**src/rtl/mer_pkg.sv**
```systemverilog
package mer_pkg;

    localparam int RADIUS_BITS_DEF = 10;
    localparam int COORD_BITS_DEF  = 12;
    localparam int UPC_W           = 6;

    localparam logic CMD_START = 1'b0;

    typedef enum logic [1:0] {
        PH_IDLE,
        PH_ONE,
        PH_TWO,
        PH_DONE
    } phase_t;

    typedef enum logic [2:0] {
        MA_RADX,
        MA_RADY,
        MA_RXSQ,
        MA_RYSQ,
        MA_HX,
        MA_YM
    } mul_a_t;

    typedef enum logic [3:0] {
        MB_RADX,
        MB_RADY,
        MB_CURX,
        MB_CURY,
        MB_ONE,
        MB_RYSQ,
        MB_PROD,
        MB_HX,
        MB_YM
    } mul_b_t;

    typedef enum logic [1:0] {
        ACC_NOP,
        ACC_LOAD,
        ACC_ADD,
        ACC_SUB
    } acc_op_t;

    typedef enum logic [2:0] {
        RO_NONE,
        RO_INIT_XY,
        RO_LOAD_RXSQ,
        RO_LOAD_RYSQ,
        RO_LOAD_TMP,
        RO_X_INC,
        RO_Y_DEC,
        RO_XY_STEP
    } reg_op_t;

    typedef enum logic [1:0] {
        PO_KEEP,
        PO_ONE,
        PO_TWO,
        PO_DONE
    } phase_op_t;

    typedef enum logic [2:0] {
        BR_NEXT,
        BR_ALWAYS,
        BR_DISPATCH,
        BR_DEC_NONNEG,
        BR_DEC_POS,
        BR_NOT_ONE,
        BR_LESS,
        BR_Y_NZ
    } branch_t;

    typedef struct packed {
        mul_a_t           ma;
        mul_b_t           mb;
        acc_op_t          acc;
        logic [1:0]       sh;
        reg_op_t          rop;
        phase_op_t        pop;
        branch_t          br;
        logic [UPC_W-1:0] target;
        logic             emit;
        logic             neg_x;
        logic             neg_y;
        logic             last;
    } ctrl_t;

    // microcode entry points
    localparam logic [UPC_W-1:0] UA_FETCH  = UPC_W'(0);
    localparam logic [UPC_W-1:0] UA_ST0    = UPC_W'(1);
    localparam logic [UPC_W-1:0] UA_R1A    = UPC_W'(6);
    localparam logic [UPC_W-1:0] UA_R1P0   = UPC_W'(10);
    localparam logic [UPC_W-1:0] UA_R2A    = UPC_W'(14);
    localparam logic [UPC_W-1:0] UA_R2P0   = UPC_W'(20);
    localparam logic [UPC_W-1:0] UA_SETTLE = UPC_W'(23);
    localparam logic [UPC_W-1:0] UA_S3     = UPC_W'(32);
    localparam logic [UPC_W-1:0] UA_EM0    = UPC_W'(34);

    function automatic ctrl_t cw(input mul_a_t ma, input mul_b_t mb, input acc_op_t acc,
                                 input logic [1:0] sh, input reg_op_t rop,
                                 input phase_op_t pop, input branch_t br,
                                 input logic [UPC_W-1:0] tg);
        ctrl_t w;
        w.ma     = ma;
        w.mb     = mb;
        w.acc    = acc;
        w.sh     = sh;
        w.rop    = rop;
        w.pop    = pop;
        w.br     = br;
        w.target = tg;
        w.emit   = 1'b0;
        w.neg_x  = 1'b0;
        w.neg_y  = 1'b0;
        w.last   = 1'b0;
        return w;
    endfunction

    function automatic ctrl_t ew(input logic nx, input logic ny, input logic lst,
                                 input branch_t br, input logic [UPC_W-1:0] tg);
        ctrl_t w;
        w       = cw(MA_RADX, MB_RADX, ACC_NOP, 2'd0, RO_NONE, PO_KEEP, br, tg);
        w.emit  = 1'b1;
        w.neg_x = nx;
        w.neg_y = ny;
        w.last  = lst;
        return w;
    endfunction

    function automatic ctrl_t ucode_rom(input logic [UPC_W-1:0] addr);
        ctrl_t w;
        case (addr)
            // fetch and dispatch
            UPC_W'(0):  w = cw(MA_RADX, MB_RADX, ACC_NOP, 2'd0, RO_NONE, PO_KEEP,
                               BR_DISPATCH, UA_FETCH);
            // start: squares and region-one decision
            UPC_W'(1):  w = cw(MA_RADX, MB_RADX, ACC_NOP, 2'd0, RO_INIT_XY, PO_ONE,
                               BR_NEXT, UA_FETCH);
            UPC_W'(2):  w = cw(MA_RADY, MB_RADY, ACC_NOP, 2'd0, RO_LOAD_RXSQ, PO_KEEP,
                               BR_NEXT, UA_FETCH);
            UPC_W'(3):  w = cw(MA_RXSQ, MB_RADY, ACC_LOAD, 2'd2, RO_LOAD_RYSQ, PO_KEEP,
                               BR_NEXT, UA_FETCH);
            UPC_W'(4):  w = cw(MA_RXSQ, MB_ONE, ACC_SUB, 2'd2, RO_NONE, PO_KEEP,
                               BR_NEXT, UA_FETCH);
            UPC_W'(5):  w = cw(MA_RADX, MB_RADX, ACC_ADD, 2'd0, RO_NONE, PO_KEEP,
                               BR_ALWAYS, UA_SETTLE);
            // region one step
            UPC_W'(6):  w = cw(MA_RADX, MB_RADX, ACC_NOP, 2'd0, RO_X_INC, PO_KEEP,
                               BR_DEC_NONNEG, UA_R1P0);
            UPC_W'(7):  w = cw(MA_RYSQ, MB_CURX, ACC_NOP, 2'd0, RO_NONE, PO_KEEP,
                               BR_NEXT, UA_FETCH);
            UPC_W'(8):  w = cw(MA_RYSQ, MB_ONE, ACC_ADD, 2'd3, RO_NONE, PO_KEEP,
                               BR_NEXT, UA_FETCH);
            UPC_W'(9):  w = cw(MA_RADX, MB_RADX, ACC_ADD, 2'd2, RO_NONE, PO_KEEP,
                               BR_ALWAYS, UA_SETTLE);
            UPC_W'(10): w = cw(MA_RYSQ, MB_CURX, ACC_NOP, 2'd0, RO_Y_DEC, PO_KEEP,
                               BR_NEXT, UA_FETCH);
            UPC_W'(11): w = cw(MA_RXSQ, MB_CURY, ACC_ADD, 2'd3, RO_NONE, PO_KEEP,
                               BR_NEXT, UA_FETCH);
            UPC_W'(12): w = cw(MA_RYSQ, MB_ONE, ACC_SUB, 2'd3, RO_NONE, PO_KEEP,
                               BR_NEXT, UA_FETCH);
            UPC_W'(13): w = cw(MA_RADX, MB_RADX, ACC_ADD, 2'd2, RO_NONE, PO_KEEP,
                               BR_ALWAYS, UA_SETTLE);
            // region two step
            UPC_W'(14): w = cw(MA_RADX, MB_RADX, ACC_NOP, 2'd0, RO_NONE, PO_KEEP,
                               BR_DEC_POS, UA_R2P0);
            UPC_W'(15): w = cw(MA_RADX, MB_RADX, ACC_NOP, 2'd0, RO_XY_STEP, PO_KEEP,
                               BR_NEXT, UA_FETCH);
            UPC_W'(16): w = cw(MA_RYSQ, MB_CURX, ACC_NOP, 2'd0, RO_NONE, PO_KEEP,
                               BR_NEXT, UA_FETCH);
            UPC_W'(17): w = cw(MA_RXSQ, MB_CURY, ACC_ADD, 2'd3, RO_NONE, PO_KEEP,
                               BR_NEXT, UA_FETCH);
            UPC_W'(18): w = cw(MA_RXSQ, MB_ONE, ACC_SUB, 2'd3, RO_NONE, PO_KEEP,
                               BR_NEXT, UA_FETCH);
            UPC_W'(19): w = cw(MA_RADX, MB_RADX, ACC_ADD, 2'd2, RO_NONE, PO_KEEP,
                               BR_ALWAYS, UA_SETTLE);
            UPC_W'(20): w = cw(MA_RXSQ, MB_ONE, ACC_NOP, 2'd0, RO_Y_DEC, PO_KEEP,
                               BR_NEXT, UA_FETCH);
            UPC_W'(21): w = cw(MA_RXSQ, MB_CURY, ACC_ADD, 2'd2, RO_NONE, PO_KEEP,
                               BR_NEXT, UA_FETCH);
            UPC_W'(22): w = cw(MA_RADX, MB_RADX, ACC_SUB, 2'd3, RO_NONE, PO_KEEP,
                               BR_NEXT, UA_FETCH);
            // settle: region-one exit test
            UPC_W'(23): w = cw(MA_RYSQ, MB_CURX, ACC_NOP, 2'd0, RO_NONE, PO_KEEP,
                               BR_NOT_ONE, UA_S3);
            UPC_W'(24): w = cw(MA_RXSQ, MB_CURY, ACC_NOP, 2'd0, RO_LOAD_TMP, PO_KEEP,
                               BR_NEXT, UA_FETCH);
            UPC_W'(25): w = cw(MA_RADX, MB_RADX, ACC_NOP, 2'd0, RO_NONE, PO_KEEP,
                               BR_LESS, UA_EM0);
            // region-two decision setup
            UPC_W'(26): w = cw(MA_HX, MB_HX, ACC_NOP, 2'd0, RO_NONE, PO_TWO,
                               BR_NEXT, UA_FETCH);
            UPC_W'(27): w = cw(MA_RYSQ, MB_PROD, ACC_NOP, 2'd0, RO_NONE, PO_KEEP,
                               BR_NEXT, UA_FETCH);
            UPC_W'(28): w = cw(MA_YM, MB_YM, ACC_LOAD, 2'd0, RO_NONE, PO_KEEP,
                               BR_NEXT, UA_FETCH);
            UPC_W'(29): w = cw(MA_RXSQ, MB_PROD, ACC_NOP, 2'd0, RO_NONE, PO_KEEP,
                               BR_NEXT, UA_FETCH);
            UPC_W'(30): w = cw(MA_RXSQ, MB_RYSQ, ACC_ADD, 2'd2, RO_NONE, PO_KEEP,
                               BR_NEXT, UA_FETCH);
            UPC_W'(31): w = cw(MA_RADX, MB_RADX, ACC_SUB, 2'd2, RO_NONE, PO_KEEP,
                               BR_NEXT, UA_FETCH);
            // settle: end of drawing
            UPC_W'(32): w = cw(MA_RADX, MB_RADX, ACC_NOP, 2'd0, RO_NONE, PO_KEEP,
                               BR_Y_NZ, UA_EM0);
            UPC_W'(33): w = cw(MA_RADX, MB_RADX, ACC_NOP, 2'd0, RO_NONE, PO_DONE,
                               BR_NEXT, UA_FETCH);
            // four symmetric points
            UPC_W'(34): w = ew(1'b0, 1'b0, 1'b0, BR_NEXT, UA_FETCH);
            UPC_W'(35): w = ew(1'b1, 1'b0, 1'b0, BR_NEXT, UA_FETCH);
            UPC_W'(36): w = ew(1'b0, 1'b1, 1'b0, BR_NEXT, UA_FETCH);
            UPC_W'(37): w = ew(1'b1, 1'b1, 1'b1, BR_ALWAYS, UA_FETCH);
            default:    w = cw(MA_RADX, MB_RADX, ACC_NOP, 2'd0, RO_NONE, PO_KEEP,
                               BR_ALWAYS, UA_FETCH);
        endcase
        return w;
    endfunction

endpackage

```
**src/rtl/midpoint_ellipse_rasterizer_core.sv**
```systemverilog
// channel | dir | handshake          | tdata (low bit up)                      | tuser    | tlast
// s_      | in  | s_tvalid/s_tready  | center_x, center_y, radius_x, radius_y  | command  | -
// m_      | out | m_tvalid/m_tready  | point_x, point_y                        | finished | last_of_step
//
// one micro-op per cycle from a 38-word control store driving a single multiplier
// and a decision accumulator, except that the sequencer holds on the emit micro-op
// while the result side stalls; a step command while idle or done returns to fetch,
// and a start or a step that enters region two also runs the region-two decision setup
// a new command is taken once the fourth point sits in the output register
// aresetn is synchronous and active low; no clearing pass after reset
module midpoint_ellipse_rasterizer_core #(
    parameter int RADIUS_BITS = mer_pkg::RADIUS_BITS_DEF,
    parameter int COORD_BITS  = mer_pkg::COORD_BITS_DEF,
    localparam int S_TDATA_W  = ((2 * COORD_BITS + 2 * RADIUS_BITS + 7) / 8) * 8,
    localparam int M_TDATA_W  = ((2 * (COORD_BITS + 1) + 7) / 8) * 8
) (
    input  logic                 aclk,
    input  logic                 aresetn,
    input  logic                 s_tvalid,
    output logic                 s_tready,
    input  logic [S_TDATA_W-1:0] s_tdata,   // center_x, center_y, radius_x, radius_y
    input  logic                 s_tuser,   // command
    output logic                 m_tvalid,
    input  logic                 m_tready,
    output logic [M_TDATA_W-1:0] m_tdata,   // point_x, point_y
    output logic                 m_tlast,
    output logic                 m_tuser    // finished
);
    import mer_pkg::*;

    localparam int AW    = 2 * RADIUS_BITS;
    localparam int BW    = 2 * RADIUS_BITS + 4;
    localparam int PW    = AW + BW;
    localparam int DEC_W = 4 * RADIUS_BITS + 8;
    localparam int XW    = RADIUS_BITS + 1;
    localparam int PT_W  = COORD_BITS + 1;
    localparam int SUM_W = ((COORD_BITS > XW) ? COORD_BITS : XW) + 2;

    logic [UPC_W-1:0]         upc_reg, upc_next;
    phase_t                   phase_reg, phase_next;
    logic signed [COORD_BITS-1:0] org_x_reg, org_y_reg;
    logic [RADIUS_BITS-1:0]   rad_x_reg, rad_y_reg;
    logic [AW-1:0]            rx_sq_reg, ry_sq_reg;
    logic [XW-1:0]            cur_x_reg, cur_y_reg;
    logic signed [DEC_W-1:0]  dec_reg, dec_next;
    logic [PW-1:0]            prod_reg, tmp_reg;
    logic                     m_tvalid_reg;
    logic [PT_W-1:0]          pt_x_reg, pt_y_reg;
    logic                     last_reg, fin_reg;

    ctrl_t                    ctrl;
    logic                     in_xfer, out_free, stall;
    logic [AW-1:0]            mul_a;
    logic [BW-1:0]            mul_b;
    logic [PW-1:0]            mul_res;
    logic [XW:0]              hx;
    logic [XW-1:0]            ym_mag;
    logic signed [DEC_W-1:0]  acc_opnd;
    logic                     dec_neg, dec_pos;
    logic signed [SUM_W-1:0]  ox, oy, offx, offy, sum_x, sum_y;

    assign ctrl     = ucode_rom(upc_reg);
    assign s_tready = (upc_reg == UA_FETCH);
    assign in_xfer  = s_tvalid && s_tready;
    assign out_free = !m_tvalid_reg || m_tready;
    assign stall    = ctrl.emit && !out_free;

    // multiplier operands
    assign hx     = {cur_x_reg, 1'b1};
    assign ym_mag = (cur_y_reg == '0) ? XW'(1) : cur_y_reg - XW'(1);

    always_comb begin
        case (ctrl.ma)
            MA_RADX: mul_a = AW'(rad_x_reg);
            MA_RADY: mul_a = AW'(rad_y_reg);
            MA_RXSQ: mul_a = rx_sq_reg;
            MA_RYSQ: mul_a = ry_sq_reg;
            MA_HX:   mul_a = AW'(hx);
            MA_YM:   mul_a = AW'(ym_mag);
            default: mul_a = '0;
        endcase
    end

    always_comb begin
        case (ctrl.mb)
            MB_RADX: mul_b = BW'(rad_x_reg);
            MB_RADY: mul_b = BW'(rad_y_reg);
            MB_CURX: mul_b = BW'(cur_x_reg);
            MB_CURY: mul_b = BW'(cur_y_reg);
            MB_ONE:  mul_b = BW'(1);
            MB_RYSQ: mul_b = BW'(ry_sq_reg);
            MB_PROD: mul_b = prod_reg[BW-1:0];
            MB_HX:   mul_b = BW'(hx);
            MB_YM:   mul_b = BW'(ym_mag);
            default: mul_b = '0;
        endcase
    end

    assign mul_res = mul_a * mul_b;

    // decision accumulator
    assign acc_opnd = $signed(DEC_W'(prod_reg) << ctrl.sh);
    assign dec_neg  = dec_reg[DEC_W-1];
    assign dec_pos  = !dec_neg && (dec_reg != '0);

    always_comb begin
        case (ctrl.acc)
            ACC_NOP:  dec_next = dec_reg;
            ACC_LOAD: dec_next = acc_opnd;
            ACC_ADD:  dec_next = dec_reg + acc_opnd;
            ACC_SUB:  dec_next = dec_reg - acc_opnd;
            default:  dec_next = dec_reg;
        endcase
    end

    // sequencer next address
    always_comb begin
        upc_next = upc_reg + UPC_W'(1);
        case (ctrl.br)
            BR_NEXT:       upc_next = upc_reg + UPC_W'(1);
            BR_ALWAYS:     upc_next = ctrl.target;
            BR_DISPATCH: begin
                if (!s_tvalid) begin
                    upc_next = UA_FETCH;
                end else if (s_tuser == CMD_START) begin
                    upc_next = UA_ST0;
                end else if (phase_reg == PH_ONE) begin
                    upc_next = UA_R1A;
                end else if (phase_reg == PH_TWO) begin
                    upc_next = UA_R2A;
                end else begin
                    upc_next = UA_FETCH;
                end
            end
            BR_DEC_NONNEG: if (!dec_neg) upc_next = ctrl.target;
            BR_DEC_POS:    if (dec_pos) upc_next = ctrl.target;
            BR_NOT_ONE:    if (phase_reg != PH_ONE) upc_next = ctrl.target;
            BR_LESS:       if (tmp_reg < prod_reg) upc_next = ctrl.target;
            BR_Y_NZ:       if (cur_y_reg != '0) upc_next = ctrl.target;
            default:       upc_next = UA_FETCH;
        endcase
        if (stall) begin
            upc_next = upc_reg;
        end
    end

    always_comb begin
        case (ctrl.pop)
            PO_KEEP: phase_next = phase_reg;
            PO_ONE:  phase_next = PH_ONE;
            PO_TWO:  phase_next = PH_TWO;
            PO_DONE: phase_next = PH_DONE;
            default: phase_next = phase_reg;
        endcase
    end

    // point offsets
    assign ox    = SUM_W'(org_x_reg);
    assign oy    = SUM_W'(org_y_reg);
    assign offx  = $signed(SUM_W'(cur_x_reg));
    assign offy  = $signed(SUM_W'(cur_y_reg));
    assign sum_x = ctrl.neg_x ? (ox - offx) : (ox + offx);
    assign sum_y = ctrl.neg_y ? (oy - offy) : (oy + offy);

    always_ff @(posedge aclk) begin
        if (!aresetn) begin
            upc_reg      <= UA_FETCH;
            phase_reg    <= PH_IDLE;
            m_tvalid_reg <= 1'b0;
        end else begin
            upc_reg   <= upc_next;
            phase_reg <= phase_next;
            if (ctrl.emit && out_free) begin
                m_tvalid_reg <= 1'b1;
            end else if (m_tready) begin
                m_tvalid_reg <= 1'b0;
            end
        end
    end

    always_ff @(posedge aclk) begin
        if (in_xfer && s_tuser == CMD_START) begin
            org_x_reg <= $signed(s_tdata[COORD_BITS-1:0]);
            org_y_reg <= $signed(s_tdata[2*COORD_BITS-1:COORD_BITS]);
            rad_x_reg <= s_tdata[2*COORD_BITS+RADIUS_BITS-1:2*COORD_BITS];
            rad_y_reg <= s_tdata[2*COORD_BITS+2*RADIUS_BITS-1:2*COORD_BITS+RADIUS_BITS];
        end
        prod_reg <= mul_res;
        dec_reg  <= dec_next;
        case (ctrl.rop)
            RO_NONE: begin
            end
            RO_INIT_XY: begin
                cur_x_reg <= '0;
                cur_y_reg <= XW'(rad_y_reg);
            end
            RO_LOAD_RXSQ: rx_sq_reg <= prod_reg[AW-1:0];
            RO_LOAD_RYSQ: ry_sq_reg <= prod_reg[AW-1:0];
            RO_LOAD_TMP:  tmp_reg   <= prod_reg;
            RO_X_INC:     cur_x_reg <= cur_x_reg + XW'(1);
            RO_Y_DEC:     cur_y_reg <= cur_y_reg - XW'(1);
            RO_XY_STEP: begin
                cur_x_reg <= cur_x_reg + XW'(1);
                cur_y_reg <= cur_y_reg - XW'(1);
            end
            default: begin
            end
        endcase
        if (ctrl.emit && out_free) begin
            pt_x_reg <= sum_x[PT_W-1:0];
            pt_y_reg <= sum_y[PT_W-1:0];
            last_reg <= ctrl.last;
            fin_reg  <= (phase_reg == PH_DONE);
        end
    end

    assign m_tvalid = m_tvalid_reg;
    assign m_tdata  = M_TDATA_W'({pt_y_reg, pt_x_reg});
    assign m_tlast  = last_reg;
    assign m_tuser  = fin_reg;

    a_done_y_zero: assert property (@(posedge aclk) disable iff (!aresetn)
        phase_reg == PH_DONE |-> cur_y_reg == '0)
        else $error("finished ellipse with nonzero y");

    a_one_y_nz: assert property (@(posedge aclk) disable iff (!aresetn)
        (upc_reg == UA_FETCH && phase_reg == PH_ONE) |-> cur_y_reg != '0)
        else $error("region one idle at y of zero");

    a_emit_hold: assert property (@(posedge aclk) disable iff (!aresetn)
        (ctrl.emit && !out_free) |=> $stable(upc_reg))
        else $error("sequencer moved past a blocked point");

    a_last_to_fetch: assert property (@(posedge aclk) disable iff (!aresetn)
        (ctrl.emit && out_free && ctrl.last) |=> upc_reg == UA_FETCH)
        else $error("fourth point not followed by fetch");

endmodule
```
**config.mk**
```make
export PLATFORM = sky130hd
export DESIGN_NAME = midpoint_ellipse_rasterizer_core
export DESIGN_NICKNAME = d
export VERILOG_FILES = /design/src/rtl/mer_pkg.sv /design/src/rtl/midpoint_ellipse_rasterizer_core.sv
export SDC_FILE = /design/constraint.sdc
export NUM_CORES = 2
export LEC_CHECK = 0
export BUFFER_PORTS_ARGS = -buffer_cell sky130_fd_sc_hd__buf_2
export CORE_MARGIN = 2
export CORE_UTILIZATION = 50
export CTS_BUF_LIST = sky130_fd_sc_hd__clkbuf_4
export CTS_CLUSTER_SIZE = 12
export DETAILED_ROUTE_END_ITERATION = 16
export PLACE_DENSITY = 0.72
export SETUP_SLACK_MARGIN = 0.3
export SKIP_LAST_GASP = 1
export SYNTH_ARGS = -nofsm -noshare
export SYNTH_HDL_FRONTEND = slang
export SYNTH_SLANG_ARGS = --single-unit
export TNS_END_PERCENT = 50
```
**constraint.sdc**
```tcl
create_clock -name aclk -period 9.3 [get_ports aclk]
set_input_delay 1.395 -clock aclk [delete_from_list [all_inputs] [get_ports aclk]]
set_output_delay 1.395 -clock aclk [all_outputs]
set_load 0.05 [all_outputs]
```
# == After elaboration in Yosys (flattened, before gate mapping) ==
# Memory sizes are Yosys's and may differ from the RTL's. A register that Yosys moved wholly into a read port is not among the register bits.
# Index checks and enable logic that the tools add are counted.
# Widths: inputs -> output; s select.
# classes
n_shift,1
n_mul,1
n_addsub,9
div_mod_pow,0
muxes,23
n_lt_le_gt_ge,1
reduce_logical,23
eq_ne,37
n_bitwise,1
# op_table
operator,n
$pmux 24 s9,1
$pmux 48 s3,1
$pmux 20 s6,1
$add 48x48->48,1
$pmux 6 s8,1
$reduce_bool 48->1,1
$shl 44x2->48,1
$sub 48x48->48,1
$lt 44x44->1,1
$mul 20x24->44,1
$pmux 11 s2,2
$mux 6,7
$eq 3x3->1 const B,10
$add 12x12->13,2
$mux 13,2
$sub 12x12->13,2
$eq 3x2->1 const B,6
$eq 4x3->1 const B,4
$mux 4,4
$eq 2x2->1 const B,6
$add 11x1->11 const B,1
$logic_not 11->1,1
$mux 11,1
$reduce_bool 11->1,1
20 further kinds,37
# word_totals
n_memories,1
ram_bits,0
in_bits,53
latch_bits,0
romBits,1856
out_inout_bits,36
word_cells,115
register_bits,279
# memory_table
memory,words,word_bits,read_ports,rd_ports_with_merged_regs,wr,line,source
(no name shown),64,29,1,1,0,mer_pkg.sv:132,case (addr)

# == Longest topological paths before layout ==
# logic_depth
depth_word,8
ltp_mapped,37
depth_no_buf,35

# == Least setup slack after synthesis ==
# No wires, ideal clock.
# synth_timing
path_type,register -> register
from,reg cur_y_reg[2]
to,reg prod_reg[39]
stages_incl_launch_ff,32
synth_period_minus_slack_ns,8.361
setup_slack_ns,0.939
t_required_ns,9.180
arrival_ns,8.241
path_cell_list,edfxtp_1 -> clkbuf_1 -> nor3_1 -> nor3b_1 -> nand2b_1 -> nor4_1 -> xnor2_1 -> o21ai_1 -> and2_0 -> buf_2 -> nand2_1 -> fa_1 -> fa_1 -> fa_1 -> inv_1 -> fa_1 -> fa_1 -> fa_1 -> inv_1 -> fa_1 -> inv_1 -> ha_1 -> a21o_1 -> a21o_1 -> a21oi_1 -> nand2_1 -> a211o_1 -> o211ai_1 -> nor3_1 -> a211o_1 -> or3_1 -> xor2_1
# synth_via
elab_chain_len,4
elab_cells_between_ends,6
# synth_rtl
element,line,source
from (decl),midpoint_ellipse_rasterizer_core.sv:44,"logic [XW-1:0] cur_x_reg, cur_y_reg;"
from (signal assigned),midpoint_ellipse_rasterizer_core.sv:195,cur_y_reg <= XW'(rad_y_reg);
from (signal assigned),midpoint_ellipse_rasterizer_core.sv:201,RO_Y_DEC: cur_y_reg <= cur_y_reg - XW'(1);
from (signal assigned),midpoint_ellipse_rasterizer_core.sv:204,cur_y_reg <= cur_y_reg - XW'(1);
$sub 11x1->11 / $logic_not 11->1 (equally long branches),midpoint_ellipse_rasterizer_core.sv:70,assign ym_mag = (cur_y_reg == '0) ? XW'(1) : cur_y_reg - XW'(1);
$mux 11,midpoint_ellipse_rasterizer_core.sv:70,
$pmux 24 s9 / $pmux 20 s6 (equally long branches),"midpoint_ellipse_rasterizer_core.sv:85, midpoint_ellipse_rasterizer_core.sv:73",
$mul 20x24->44 *,midpoint_ellipse_rasterizer_core.sv:99,assign mul_res = mul_a * mul_b;
via mul_res[39],midpoint_ellipse_rasterizer_core.sv:55,logic [PW-1:0] mul_res;
to (signal assigned),midpoint_ellipse_rasterizer_core.sv:188,prod_reg <= mul_res;
to (decl),midpoint_ellipse_rasterizer_core.sv:46,"logic [PW-1:0] prod_reg, tmp_reg;"
# Mark *: on every way through the listed nets, which the timed path passes. The rest lies on a longest branch.
# A chain may end at the register's enable or synchronous reset.

# == Worst setup path after layout ==
# Same ends and word-level chain as after synthesis.

==> results.yml <==
status:
  status: "completed"
synth:
  async_reset_ff_share_pct: 0
  yosysSeqAreaShare_pct: 23.60
  netlist_area_um2: 35620
  avgSynthCellArea_um2: 9.069
  synth_edf_count: 226
  ys_ff_latch: 307
  yosysWarnings: 0
  ys_types: 99
  syn_inst: 3928
  yosys_most_used_dff: "edfxtp_1"
floorplan:
  start_util_pct: 50.69
  rows: 97
  die_y_um: 270.9
  core_area_um2: 70270
  die_area_um2: 73390
  die_x_um: 270.9
  io_pins: 89
worst_hold_path:
  min-delay-start: "ctrl[0]"
  hold_end: "m_tlast"
  worstHoldPathCells: 0
  hold_class: "register to register"
clock_network:
  cts_max_path_buffers: 3
  insertion_delay_ns: 0.85
  htreeDepth: 3
  cts.sinks: 307
  cts_root_buf: "clkbuf_4"
  cts_tree: "built"
  clk_pin_slew_ns: 0.07
  cts_hold_buf: 0
  cts-buffers-inserted: 81
place:
  place_inst: 4894
  gp_congestion: 0.9838
  hpwl_um: 77150
  io_buffers: 78
route:
  wl_per_cell_um: 19.43
  viasPerCell: 5.738
  dr_total_vias: 29000
  remaining_drc_errors: 0
  ant_nets: 0
  wl_um: 98180
  drt-initial-drc-count: 2394
  first_pass_iters: 8
setup_path:
  crit_top_cell: "fa_1"
  cp_max_fo: 5
  required_ns: 9.95
  rr_endpoint: "prod_reg[39]"
  max_stage_delay_ns: 0.58
  r2r-start: "cur_y_reg[2]"
  critPathLaunchType: "register"
  end_kind: "register"
  worstPathArrival_ns: 9.39
  slowest_stage: "fa_1"
  crit_type: "register to register"
  r2r_setup_slack_ns: 0.56
  r2r_cells: 31
global_routing:
  grt-busiest-layer: "met2"
  grt_max_degree: 67
  grt_pass1_vias: 29200
  grt_util_met1_pct: 36.10
  grtUsageMet3_pct: 5.485
  grt.total_usage_pct: 26.89
  grt_antenna_before_repair: 3
  grt-ovfl-total: 0
  grt_pass1_wl_um: 156500
  globalRouteMet2Util_pct: 43.04
sta:
  maxSlewViolCount: 0
  fin_crit_sh_pct: 93.93
  relSlewSlack_pct: 27.28
  clock.fmax_mhz: 114.5
  hold_slack_ns: 0.4033
  clock_skew_ns: 0.09980
  setup_violations: 0
  hold_violations: 0
  fin_crit_ns: 8.736
  rsz0062_at_grt: "yes"
  tns_ns: 0
  tightest_slew_ns: 1.091
finish:
  largest_reg_flops: 48
  syn2layout_area_growth_pct: 8.813
  num-fill-cells: 6346
  layout.cells.non_filler: 5054
  fin_nets: 4780
  final_layout_size_suffix_gt1_share_pct: 11.38
flow_run:
  cap_viol_max_count: 0
==> through the flow <==
step	utilization [%]	instance area, µm²	worst slack (ns)
after floorplan	-	35640	0.9387
after global placement	53.23	37410	0.4673
after detailed placement	53.23	37410	0.3597
after CTS	54.86	38550	0.2964
after global routing	55.16	38760	0.2848
final	55.16	38760	0.5640
==> synthesized netlist by cell type (16+ instances only) <==
cell type  instances  share of area, %
nor2b_1           40              0.70
edfxtp_1         226                19
ha_1             288                10
a211oi_1          17              0.36
a22oi_1           25              0.53
xor2_1            68               1.7
dfxtp_1           81               4.6
inv_1            587               6.2
o21ai_0          162               2.3
a21o_1            67               1.4
nand4_1           28              0.49
and3_1            19              0.33
mux2_2            32               1.0
clkbuf_1         130               1.4
buf_2             18              0.25
nand3_1           46              0.65
mux2i_1           69               1.9
nand2_1          500               5.3
nor3_1            45              0.63
nor2_1           364               3.8
fa_1             395                22
nand2b_1          39              0.68
o21a_1            16              0.34
and2_1            41              0.72
a21oi_1          170               2.4
a31oi_1           21              0.37
xnor2_1          106               2.6
nor4_1            24              0.42
==> how the worst max path moves through the flow <==
stage / slack, ns / depth (start not counted) / from / to
2_1_floorplan: 0.94 / 31 / cur_y_reg[2] / prod_reg[39]
3_3_place_gp: 0.47 / 31 / cur_y_reg[0] / prod_reg[37]
3_5_place_dp: 0.36 / 31 / cur_y_reg[0] / prod_reg[37]
4_1_cts: 0.30 / 34 / cur_y_reg[1] / prod_reg[42]
5_1_grt: 0.28 / 33 / cur_y_reg[2] / prod_reg[41]
6_report: 0.56 / 31 / cur_y_reg[2] / prod_reg[39]
==> per-layer routing <==
metal,part of all wire [%],routed length [µm]
met3,9.4,9262
met2,45,44430
met5,0,0
met1,42,40800
met4,3.8,3685
==> what timing repair did <==
item,4_1_cts,5_1_grt
setup buffers,0,7
resized for setup,1,30
setup endpoints to repair,4,21
pin swaps,0,4
==> layout by cell type (no fill, tap or decap), types with 32 or more instances in the layout <==
| cell type | Yosys | layout |
|---|---|---|
| fa_1 | 395 | 395 |
| xor2_1 | 68 | 68 |
| a21oi_1 | 170 | 169 |
| a21o_1 | 67 | 67 |
| inv_1 | 587 | 587 |
| and2_1 | 41 | 40 |
| nor2_1 | 364 | 360 |
| nand3_1 | 46 | 46 |
| clkbuf_4 | 0 | 126 |
| mux2i_1 | 69 | 69 |
| dfxtp_1 | 81 | 77 |
| buf_2 | 18 | 78 |
| o21ai_0 | 162 | 161 |
| edfxtp_1 | 226 | 226 |
| nor3_1 | 45 | 42 |
| nor2b_1 | 40 | 38 |
| ha_1 | 288 | 288 |
| nand2_1 | 500 | 499 |
| buf_4 | 10 | 123 |
| nand2b_1 | 39 | 38 |
| xnor2_1 | 106 | 103 |
| mux2_2 | 32 | 32 |
==> worst max-delay path: cells and delay by family (launching register included) <==
| kind | cells | cell delay [ns] |
|---|---|---|
| simple gates | 7 | 1.22 |
| fa+ha+maj | 8 | 3.83 |
| flops | 1 | 0.41 |
| xor+xnor | 2 | 0.50 |
| compound gates | 7 | 1.81 |
| buf+inv | 7 | 0.78 |
==> kinds of logic (layout without fill, tap and decap cells) <==
group / count (synthesis) / count (layout) / share of synthesized area [%]
and+or+nand+nor: 1208 / 1208 / 15.21
adders and majority gates: 683 / 683 / 32.31
other: 1 / 9 / 0.01053
DFF: 307 / 307 / 23.60
muxes: 115 / 115 / 3.836
xor gates and xnor gates: 174 / 174 / 4.278
buffers and inverters: 765 / 943 / 8.342
AOI/OAI and AO/OA: 675 / 675 / 12.41
==> layout make-up <==
cell class	count	area (µm²)	share of cell area [%]
tap	940	1176	3.034
timing repair buffer	203	1358	3.502
sequential	307	8413	21.71
clock inverter	24	196.4	0.5068
antenna	3	7.507	0.01937
multi-input combinational	2861	24450	63.07
clock buffer	126	945.9	2.440
inverter	590	2217	5.720
Power is not shown: default switching activity piles up to over one toggle a cycle in this logic, so the estimate is an artifact.
